**src/rtl/ais_pkg.sv**
```systemverilog
`default_nettype none
// ----------------------------------------------------------------------------
// ais_pkg
// Shared types and codes for the ascending integer sorter.
// ----------------------------------------------------------------------------
package ais_pkg;

    localparam int WORD_W = 32;
    localparam int QUEUE_DEPTH = 2;

    typedef struct packed {
        logic signed [WORD_W-1:0] value;
        logic                     last;
    } ais_in_t;

    typedef struct packed {
        logic signed [WORD_W-1:0] value_res;
        logic                     last_res;
        logic                     overflow;
    } ais_out_t;

    // request passed from the front to the back
    typedef struct packed {
        logic signed [WORD_W-1:0] value;
        logic                     keep;
        logic                     last;
        logic                     overflow;
    } ais_req_t;

    typedef enum logic {
        ST_LOAD,
        ST_EMIT
    } ais_state_t;

endpackage
`default_nettype wire

```
**src/rtl/ais_front.sv**
```systemverilog
`default_nettype none
// ----------------------------------------------------------------------------
// ais_front
// Accepts input items, counts the run and marks each request as kept or
// dropped, with the run's overflow state on the closing request.
// ----------------------------------------------------------------------------
module ais_front
    import ais_pkg::*;
#(
    parameter int MAX_ITEMS = 32
) (
    input  wire logic     aclk,
    input  wire logic     aresetn,
    input  wire logic     s_valid,
    output logic          s_ready,
    input  wire ais_in_t  s_data,
    output logic          req_valid,
    input  wire logic     req_ready,
    output ais_req_t      req_data
);

    localparam int CNT_W = $clog2(MAX_ITEMS + 1);

    logic [CNT_W-1:0] count_reg, count_next;
    logic             drop_reg, drop_next;
    logic             keep;
    logic             accept;

    assign s_ready   = req_ready;
    assign req_valid = s_valid;
    assign accept    = s_valid && req_ready;
    assign keep      = (count_reg < CNT_W'(MAX_ITEMS));

    always_comb begin
        req_data.value    = s_data.value;
        req_data.last     = s_data.last;
        req_data.keep     = keep;
        req_data.overflow = drop_reg || !keep;
    end

    always_comb begin
        count_next = count_reg;
        drop_next  = drop_reg;
        if (accept) begin
            if (s_data.last) begin
                count_next = '0;
                drop_next  = 1'b0;
            end else if (keep) begin
                count_next = count_reg + CNT_W'(1);
            end else begin
                drop_next = 1'b1;
            end
        end
    end

    always_ff @(posedge aclk) begin
        if (!aresetn) begin
            count_reg <= '0;
            drop_reg  <= 1'b0;
        end else begin
            count_reg <= count_next;
            drop_reg  <= drop_next;
        end
    end

endmodule
`default_nettype wire

```
**src/rtl/ais_queue.sv**
```systemverilog
`default_nettype none
// ----------------------------------------------------------------------------
// ais_queue
// Short request queue between the front and the back.
// ----------------------------------------------------------------------------
module ais_queue
    import ais_pkg::*;
(
    input  wire logic     aclk,
    input  wire logic     aresetn,
    input  wire logic     wr_valid,
    output logic          wr_ready,
    input  wire ais_req_t wr_data,
    output logic          rd_valid,
    input  wire logic     rd_ready,
    output ais_req_t      rd_data
);

    localparam int PTR_W = $clog2(QUEUE_DEPTH);
    localparam int FILL_W = $clog2(QUEUE_DEPTH + 1);

    ais_req_t          slot_reg [QUEUE_DEPTH];
    logic [PTR_W-1:0]  wr_ptr_reg, wr_ptr_next;
    logic [PTR_W-1:0]  rd_ptr_reg, rd_ptr_next;
    logic [FILL_W-1:0] fill_reg, fill_next;
    logic              push, pop;

    assign wr_ready = (fill_reg != FILL_W'(QUEUE_DEPTH));
    assign rd_valid = (fill_reg != '0);
    assign rd_data  = slot_reg[rd_ptr_reg];
    assign push     = wr_valid && wr_ready;
    assign pop      = rd_valid && rd_ready;

    always_comb begin
        wr_ptr_next = wr_ptr_reg;
        rd_ptr_next = rd_ptr_reg;
        fill_next   = fill_reg;
        if (push) begin
            wr_ptr_next = (wr_ptr_reg == PTR_W'(QUEUE_DEPTH - 1)) ? '0 : wr_ptr_reg + PTR_W'(1);
        end
        if (pop) begin
            rd_ptr_next = (rd_ptr_reg == PTR_W'(QUEUE_DEPTH - 1)) ? '0 : rd_ptr_reg + PTR_W'(1);
        end
        if (push && !pop) begin
            fill_next = fill_reg + FILL_W'(1);
        end else if (pop && !push) begin
            fill_next = fill_reg - FILL_W'(1);
        end
    end

    always_ff @(posedge aclk) begin
        if (push) begin
            slot_reg[wr_ptr_reg] <= wr_data;
        end
    end

    always_ff @(posedge aclk) begin
        if (!aresetn) begin
            wr_ptr_reg <= '0;
            rd_ptr_reg <= '0;
            fill_reg   <= '0;
        end else begin
            wr_ptr_reg <= wr_ptr_next;
            rd_ptr_reg <= rd_ptr_next;
            fill_reg   <= fill_next;
        end
    end

endmodule
`default_nettype wire

```
**src/rtl/ais_back.sv**
```systemverilog
`default_nettype none
// ----------------------------------------------------------------------------
// ais_back
// Insertion cell array that keeps the run in ascending order, then shifts
// it out through the output register once the run closes.
// ----------------------------------------------------------------------------
module ais_back
    import ais_pkg::*;
#(
    parameter int MAX_ITEMS = 32
) (
    input  wire logic     aclk,
    input  wire logic     aresetn,
    input  wire logic     req_valid,
    output logic          req_ready,
    input  wire ais_req_t req_data,
    output logic          m_valid,
    input  wire logic     m_ready,
    output ais_out_t      m_data
);

    ais_state_t               state_reg, state_next;
    logic signed [WORD_W-1:0] cell_reg [MAX_ITEMS];
    logic signed [WORD_W-1:0] cell_next [MAX_ITEMS];
    logic [MAX_ITEMS-1:0]     valid_reg, valid_next;
    logic [MAX_ITEMS-1:0]     lt;
    logic                     ovf_reg, ovf_next;
    logic                     m_valid_reg, m_valid_next;
    ais_out_t                 out_reg, out_next;
    logic                     pop, insert, emit;

    assign req_ready = (state_reg == ST_LOAD);
    assign pop       = req_valid && req_ready;
    assign insert    = pop && req_data.keep;
    assign emit      = (state_reg == ST_EMIT) && (!m_valid_reg || m_ready);
    assign m_valid   = m_valid_reg;
    assign m_data    = out_reg;

    // new value goes before every cell that is empty or holds a larger value
    always_comb begin
        for (int i = 0; i < MAX_ITEMS; i++) begin
            lt[i] = !valid_reg[i] || ($signed(req_data.value) < $signed(cell_reg[i]));
        end
    end

    always_comb begin
        for (int i = 0; i < MAX_ITEMS; i++) begin
            cell_next[i] = cell_reg[i];
        end
        valid_next = valid_reg;
        if (insert) begin
            for (int i = 0; i < MAX_ITEMS; i++) begin
                if (lt[i]) begin
                    if (i == 0) begin
                        cell_next[i] = req_data.value;
                    end else if (!lt[i-1]) begin
                        cell_next[i] = req_data.value;
                    end else begin
                        cell_next[i] = cell_reg[i-1];
                    end
                end
            end
            valid_next = {valid_reg[MAX_ITEMS-2:0], 1'b1};
        end else if (emit) begin
            for (int i = 0; i < MAX_ITEMS - 1; i++) begin
                cell_next[i] = cell_reg[i+1];
            end
            valid_next = {1'b0, valid_reg[MAX_ITEMS-1:1]};
        end
    end

    always_comb begin
        state_next   = state_reg;
        ovf_next     = ovf_reg;
        m_valid_next = m_valid_reg;
        out_next     = out_reg;
        if (m_valid_reg && m_ready) begin
            m_valid_next = 1'b0;
        end
        unique case (state_reg)
            ST_LOAD: begin
                if (pop && req_data.last) begin
                    ovf_next   = req_data.overflow;
                    state_next = ST_EMIT;
                end
            end
            ST_EMIT: begin
                if (emit) begin
                    m_valid_next       = 1'b1;
                    out_next.value_res = cell_reg[0];
                    out_next.last_res  = !valid_reg[1];
                    out_next.overflow  = ovf_reg;
                    if (!valid_reg[1]) begin
                        state_next = ST_LOAD;
                    end
                end
            end
            default: begin
                state_next = ST_LOAD;
            end
        endcase
    end

    always_ff @(posedge aclk) begin
        for (int i = 0; i < MAX_ITEMS; i++) begin
            cell_reg[i] <= cell_next[i];
        end
        out_reg <= out_next;
        ovf_reg <= ovf_next;
    end

    always_ff @(posedge aclk) begin
        if (!aresetn) begin
            state_reg   <= ST_LOAD;
            valid_reg   <= '0;
            m_valid_reg <= 1'b0;
        end else begin
            state_reg   <= state_next;
            valid_reg   <= valid_next;
            m_valid_reg <= m_valid_next;
        end
    end

`ifndef SYNTH
    // occupied cells always form one block starting at cell zero
    assert property (@(posedge aclk) disable iff (!aresetn)
        $onehot({1'b0, valid_reg} + (MAX_ITEMS + 1)'(1)))
        else $error("cell occupancy not contiguous");

    // the array is never empty while the run is being shifted out
    assert property (@(posedge aclk) disable iff (!aresetn)
        (state_reg == ST_EMIT) |-> valid_reg[0])
        else $error("emitting from an empty array");

    // a kept value always finds a free cell
    assert property (@(posedge aclk) disable iff (!aresetn)
        insert |-> !valid_reg[MAX_ITEMS-1])
        else $error("insert into a full array");

    // a closing request always leaves something to emit
    assert property (@(posedge aclk) disable iff (!aresetn)
        (pop && req_data.last) |=> valid_reg[0])
        else $error("run closed with no stored value");
`endif

endmodule
`default_nettype wire

```
**src/rtl/ascending_integer_sorter.sv**
```systemverilog
// Output: m_valid for a closing item's first result rises after the queue slot, the back's
// move to ST_EMIT and the output register. Throughput: one input per cycle while loading;
// a run of n values then streams out one result per cycle while m_ready is high, set by the
// shift of the cell array. The two phases share the cell array and do not overlap.
// Reset: synchronous, active low on aresetn; clears run count, queue and array
// occupancy. Value registers are not reset.
`default_nettype none
// ----------------------------------------------------------------------------
// ascending_integer_sorter
// Collects a run of signed values and returns them in ascending order.
// ----------------------------------------------------------------------------
module ascending_integer_sorter
    import ais_pkg::*;
#(
    parameter int MAX_ITEMS = 32
) (
    input  wire logic     aclk,
    input  wire logic     aresetn,
    input  wire logic     s_valid,
    output logic          s_ready,
    input  wire ais_in_t  s_data,
    output logic          m_valid,
    input  wire logic     m_ready,
    output ais_out_t      m_data
);

    logic     fq_valid, fq_ready;
    ais_req_t fq_data;
    logic     qb_valid, qb_ready;
    ais_req_t qb_data;

    ais_front #(
        .MAX_ITEMS (MAX_ITEMS)
    ) u_front (
        .aclk      (aclk),
        .aresetn   (aresetn),
        .s_valid   (s_valid),
        .s_ready   (s_ready),
        .s_data    (s_data),
        .req_valid (fq_valid),
        .req_ready (fq_ready),
        .req_data  (fq_data)
    );

    ais_queue u_queue (
        .aclk     (aclk),
        .aresetn  (aresetn),
        .wr_valid (fq_valid),
        .wr_ready (fq_ready),
        .wr_data  (fq_data),
        .rd_valid (qb_valid),
        .rd_ready (qb_ready),
        .rd_data  (qb_data)
    );

    ais_back #(
        .MAX_ITEMS (MAX_ITEMS)
    ) u_back (
        .aclk      (aclk),
        .aresetn   (aresetn),
        .req_valid (qb_valid),
        .req_ready (qb_ready),
        .req_data  (qb_data),
        .m_valid   (m_valid),
        .m_ready   (m_ready),
        .m_data    (m_data)
    );

endmodule
`default_nettype wire
```
**config.mk**
```make
export PLATFORM = sky130hd
export DESIGN_NAME = ascending_integer_sorter
export DESIGN_NICKNAME = d
export VERILOG_FILES = /design/src/rtl/ais_pkg.sv /design/src/rtl/ais_front.sv /design/src/rtl/ais_queue.sv /design/src/rtl/ais_back.sv /design/src/rtl/ascending_integer_sorter.sv
export SDC_FILE = /design/constraint.sdc
export NUM_CORES = 2
export LEC_CHECK = 0
export BUFFER_PORTS_ARGS = -buffer_cell sky130_fd_sc_hd__buf_4
export CORE_MARGIN = 4
export CORE_UTILIZATION = 30
export DETAILED_ROUTE_END_ITERATION = 7
export GPL_TIMING_DRIVEN = 0
export PLACE_DENSITY_LB_ADDON = 0.12
export SLEW_MARGIN = 15
export SYNTH_ARGS = -nofsm -noshare
export SYNTH_HDL_FRONTEND = slang
export SYNTH_SLANG_ARGS = --single-unit
export TNS_END_PERCENT = 100
```
**constraint.sdc**
```tcl
create_clock -name aclk -period 8.7 [get_ports aclk]
set_clock_uncertainty 0.15 [all_clocks]
set_input_delay 0.87 -clock aclk [delete_from_list [all_inputs] [get_ports aclk]]
set_output_delay 0.87 -clock aclk [all_outputs]
set_load 0.1 [all_outputs]
```
---- After elaboration in Yosys (flattened, before gate mapping) ----
Memory sizes are Yosys's and may differ from the RTL's. A register that Yosys moved wholly into a read port is not among the register bits.
Cells that the tools add are included.
word-level totals
  output and inout bits ................... 36
  flip-flop bits (word level) ............. 80
  input port bits ......................... 37
  bits in writable memories ............... 1,094
  logic and storage cells ................. 228
  memories kept ........................... 2
cells by class
  bitwise logic cells ..................... 1
  equal/unequal tests ..................... 2
  muxes and demuxes ....................... 87
  $lt $le $gt $ge ......................... 33
  $add $sub $neg .......................... 5
  reduce and logical (&&, ||, !) cells .... 86
memories
  memory            depth  width  rd ports  clocked after memory_dff  write ports  RTL line         RTL
  u_back.cell_reg   32     32     32        0                         32           ais_back.sv:23   logic signed [WORD_W-1:0] cell_reg [MAX_ITEMS];
  u_queue.slot_reg  2      35     1         1                         1            ais_queue.sv:22  ais_req_t slot_reg [QUEUE_DEPTH];
operator list
  operator               number
  $mux W32               66
  $mux W992              2
  $lt A32 B32 Y1         32
  $logic_not A1 Y1       36
  $logic_or A1 B1 Y1     34
  $mux W1                14
  $mux W6                2
  $logic_and A1 B1 Y1    8
  $reduce_and A2 Y1      4
  $reduce_bool A2 Y1     4
  $add A6 B1 Y6 const B  1
  $lt A6 B6 Y1 const B   1
  $mux W2                2
  $ne A2 B2 Y1 const B   2
  $add A1 B1 Y1 const B  2
  $add A2 B1 Y2 const B  1
  $pmux W1 S2            1
  $sub A2 B1 Y2 const B  1
  $not A1 Y1             1

---- Depth between registers and ports, before layout ----
  depth in word-level cells ............... 6
  gate-level depth with buffers ........... 15
  mapped depth without buffers ............ 10

---- By module ----
A second synthesis with hierarchy kept.
second synthesis, totals
  cells, all modules ...................... 8,468
  area total of the unflattened synthesis .. 82,653.0 um^2
by module, submodules not included
  module     cells each  area an instance (um^2)  seq. area each (um^2)  instances
  ais_back   8,258       79,268.5                 32,481.2               1
  ais_queue  133         2,766.4                  2,202.1                1
  ais_front  77          618.1                    140.1                  1

---- Worst setup path after synthesis ----
OpenSTA, ideal clock, no wires.
  path type ............................... register to register
  start point ............................. reg (tool-made name)
  end point ............................... mem u_back.cell_reg[31][0] (netlist: u_back.cell_reg[1][480]), enable pin
  path buffers ............................ 3
  data required time ...................... 8.080 ns
  period minus slack after synthesis ...... 6.446 ns
  cell stages (with the launch flop) ...... 14
  library setup time ...................... 0.470 ns
  arrival time ............................ 5.826 ns
  setup slack ............................. 2.254 ns
  path through ............................ dfxtp_1 buf_4 buf_1 mux2i_1 inv_1 clkbuf_1 ha_1 a21o_1 a21o_1 a211oi_1 o21ai_0 o2111ai_1 a41oi_1 o31ai_1
RTL lines
  item           RTL line
  end, declared  ais_back.sv:23

==> results.txt <==
The minimum clock period after layout is 7890 ps. The area of the mapped netlist is 0.0805 mm². The post-synthesis net count is 8669. By area the synthesized netlist is led by sky130_fd_sc_hd__edfxtp_1 42%, sky130_fd_sc_hd__ha_1 15%, sky130_fd_sc_hd__o221a_2 9.9%, sky130_fd_sc_hd__inv_1 5.1%, sky130_fd_sc_hd__or3_1 3.2%.

CTS placed an instance of sky130_fd_sc_hd__clkbuf_16 at the clock tree root. The first-iteration detailed-routing DRC count is 8672. After clock tree synthesis, the flow added hold-fix buffers numbering 0. The number of instances resized during post-cts repair is 0. The fraction of the mapped netlist area in simple logic gates came out at 0.115. The clock transition at the registers of the reported paths came out at 60 ps. Data arrives at the worst endpoint at 8270 ps. The worst hold path begins at s_data[31]. The kind of capture point of the worst setup path is a flip-flop. The adder-cell share of the synthesized area came out at 0.154. The wire length of the first global-routing pass came out at 528 mm. The top-area cell type share of the netlist area came out at 0.421. Post-CTS timing repair inserted 0 buffers for setup. The maximum number of pins on one net before global-route repair came out at 41. Of all nets on the critical path, the largest fanout is 25. The final count of hold timing violations is 0. In this run the horizontal extent of the chip is 526 µm. The flip-flop count of the largest register, all copies and words added is 1024. The proportion of synthesized area in mux cells is 0.00912.

The Yosys warning count came out at 0. The initial antenna violation count was 49. Summed over all layers, the global routing overflow is 0. Setup repair after global routing left no endpoint under its margin. The worst setup path is launched from a flip-flop.

In the finished design, the share of the clock period the worst path needs comes to 0.907. The largest total area in the synthesized netlist belongs to sky130_fd_sc_hd__edfxtp_1. The initial standard-cell utilization of the core came out at 0.303.

The number of remaining DRC errors came out at 0. Yosys instantiated no cell more often than sky130_fd_sc_hd__edfxtp_1. Excluding fillers, the count of instances in the completed layout stands at 11600. The CTS buffer count is 157. The clock network latency to the later pin of the worst-skew pair is 860 ps. The share of flip-flops with an asynchronous set or reset after synthesis came out at 0. The count of vias placed by the detailed router is 69800. The half-perimeter wire length after detailed placement came out at 301 mm. The flow ran to the end, and the final reports show no timing, DRC or antenna violations. The area added between synthesis and finish is 14.4%.

The cell area power density came out at 516 mW/mm². The required time at the worst-slack endpoint is 9080 ps. The detail-routed via count per cell came out at 6.01. The post-synthesis compound-gate area fraction is 0.211.

The sequential cell fraction of total power is 0.328. The endpoint identified for the worst register-to-register timing path is u_back.cell_reg[0][10]. The proportion of layout cells with a drive suffix above 1 is 0.160. For this run, the share of the core covered by cells in the final layout is 0.346. The number of global-route vias before repair came to 66700. Internal power comes to 24500 µW.

The final number of max-transition violations is 0. Along the worst hold path, the cell count comes to 1. The clock drives 1175 sinks. The global placer's final weighted congestion came out at 0.907.

The TritonCTS clock tree is done. After synthesis, the most frequently instantiated cells are 1129 x sky130_fd_sc_hd__edfxtp_1, 1099 x sky130_fd_sc_hd__inv_1, 994 x sky130_fd_sc_hd__ha_1. The switching power came out at 23100 µW. By startpoint and endpoint, the worst setup path is classified as flip-flop to flip-flop. Counting every instance in the synthesized netlist gives 7638. The routed length per instance came out at 33.2 µm. The largest family of logic cells by synthesized area is compound AO/OA/AOI/OAI gates. For the pin with the worst max-slew slack, the measured transition is 1390 ps. The die height is 526 µm.

The clock network fraction of design power is 0.136. The floorplan die area came out at 0.277 mm². Of the total synthesized cell area, the portion taken by XOR and XNOR cells is 0.000435. For this run, the leading register cell type out of synthesis is sky130_fd_sc_hd__edfxtp_1. The post-synthesis register bit count came out at 1175. The depth of the worst register-to-register path is 16. Once detail routing completed, the nets flagged for antenna violations numbered 0. 73 I/O pins were placed. The relative contribution of combinational cells to total power is 0.536. For this run, the post-layout net count is 8963. The static leakage is 0.0368 µW. The number of levels the H-tree was split into came out at 4. The standard-cell row count is 189. In this run the worst hold path is classified as primary input to flip-flop. The register area share after synthesis came out at 0.433. Counting tap cells, the placed design contains a total of 11300 instances.

The core box area came out at 0.266 mm². Max-cap violations in this run came to 0. The net switching fraction of the power came out at 0.485.

The number of synthesized flops with an enable pin is 1129. The global router's overall resource usage came out at 0.268. The worst pin sits at a relative slew slack of 0.0752. Derived from the worst setup path, the maximum achievable clock frequency is 0.127 GHz. The worst-case IR drop observed on VDD is 0.000249 V.

The maximum buffer depth of the clock tree is 4. The worst register-to-register path has a setup slack of 810 ps. Counting distinct cell types in the post-synthesis netlist gives 73. The mean instance size in the synthesized netlist came out at 10.5 µm². The total routed wirelength came out at 386 mm. The count of buffers from port buffering came out at 72. The number of search-and-repair iterations in the first detailed-routing pass came out at 7. The critical path ends at u_back.cell_reg[0][10]. The final setup violation count came out at 0. The total chip power is 47500 µW.
cell families after synthesis:
group	count (synthesis)
compound gates	1970
xor+xnor	4
fa+ha+maj	994
buf+inv	1605
flops	1175
mux	73
simple gates	1817
metrics by stage:
stage | hold slack (ps) | worst slack (ps) | cell area, µm² | setup TNS [ps]
2_1_floorplan | 250 | 2250 | 80500 | 0
3_3_place_gp | 261 | -3100 | 85500 | -1770540
3_5_place_dp | 259 | 882 | 87100 | 0
4_1_cts | 31.4 | 854 | 92000 | 0
5_1_grt | 45.2 | 757 | 92000 | 0
6_report | 77.8 | 813 | 92100 | 0
cell type report:
type / count / area (µm²)
fillers: 26700 / 174000
multi-input cells: 4858 / 39600
flip-flops and latches: 1175 / 34800
well taps: 3533 / 4420
clock buffers: 210 / 4280
inverters: 1100 / 4130
plain buffers: 505 / 2210
repair buffers: 135 / 1920
clock inverters: 66 / 561
diodes: 30 / 75.1
worst max-delay path, stage by stage (launching register included):
cell and delay [ps]:
sky130_fd_sc_hd__dfxtp_1 300, sky130_fd_sc_hd__buf_4 230, sky130_fd_sc_hd__buf_1 700, sky130_fd_sc_hd__mux2i_1 590, sky130_fd_sc_hd__inv_1 630, sky130_fd_sc_hd__clkbuf_4 540
sky130_fd_sc_hd__buf_12 270, sky130_fd_sc_hd__ha_1 330, sky130_fd_sc_hd__nand4_1 100, sky130_fd_sc_hd__nor3_1 510, sky130_fd_sc_hd__o221ai_1 340, sky130_fd_sc_hd__and3b_1 300
sky130_fd_sc_hd__o31ai_2 780, sky130_fd_sc_hd__nand2_1 530, sky130_fd_sc_hd__clkbuf_1 420, sky130_fd_sc_hd__nand2_2 480, sky130_fd_sc_hd__buf_16 230
power groups by stage:
stage / Combinational [µW] / Clock, µW / Sequential [µW]
after floorplan: 16000 / 0 / 13100
after CTS: 25100 / 6540 / 15400
after global placement: 23600 / 0 / 15700
after global routing: 27700 / 6760 / 15600
final: 25500 / 6470 / 15600
after detailed placement: 24900 / 0 / 15500
cells in the final DEF (no fill, tap or decap), types with 268 or more instances in the layout:
cell,n
sky130_fd_sc_hd__or3_1,418
sky130_fd_sc_hd__nand2_1,320
sky130_fd_sc_hd__edfxtp_1,1129
sky130_fd_sc_hd__ha_1,994
sky130_fd_sc_hd__nand3_1,429
sky130_fd_sc_hd__o221a_2,711
sky130_fd_sc_hd__clkbuf_1,371
sky130_fd_sc_hd__nor2_1,268
sky130_fd_sc_hd__inv_1,1095
sky130_fd_sc_hd__a21oi_1,356
metal layers:
| metal | vias to the layer above | wire length (µm) | GRT usage |
|---|---|---|---|
| li1 | 30300 | - | - |
| met1 | 35200 | 167000 | 0.369 |
| met2 | 3567 | 167000 | 0.409 |
| met3 | 774 | 30600 | 0.0435 |
| met4 | 12 | 21200 | 0.130 |
| met5 | - | 75 | 0 |
worst min-delay path by stage:
stage / end / slack [ps]
CTS: u_queue.slot_reg[0][33] / 30
finish: u_queue.slot_reg[0][33] / 80
global route: u_queue.slot_reg[1][27] / 50
detailed placement: u_back.m_data[0] / 260
global placement: u_back.m_data[0] / 260
floorplan: u_back.m_data[0] / 250
No activity file was read; power rests on OpenSTA's default activity.
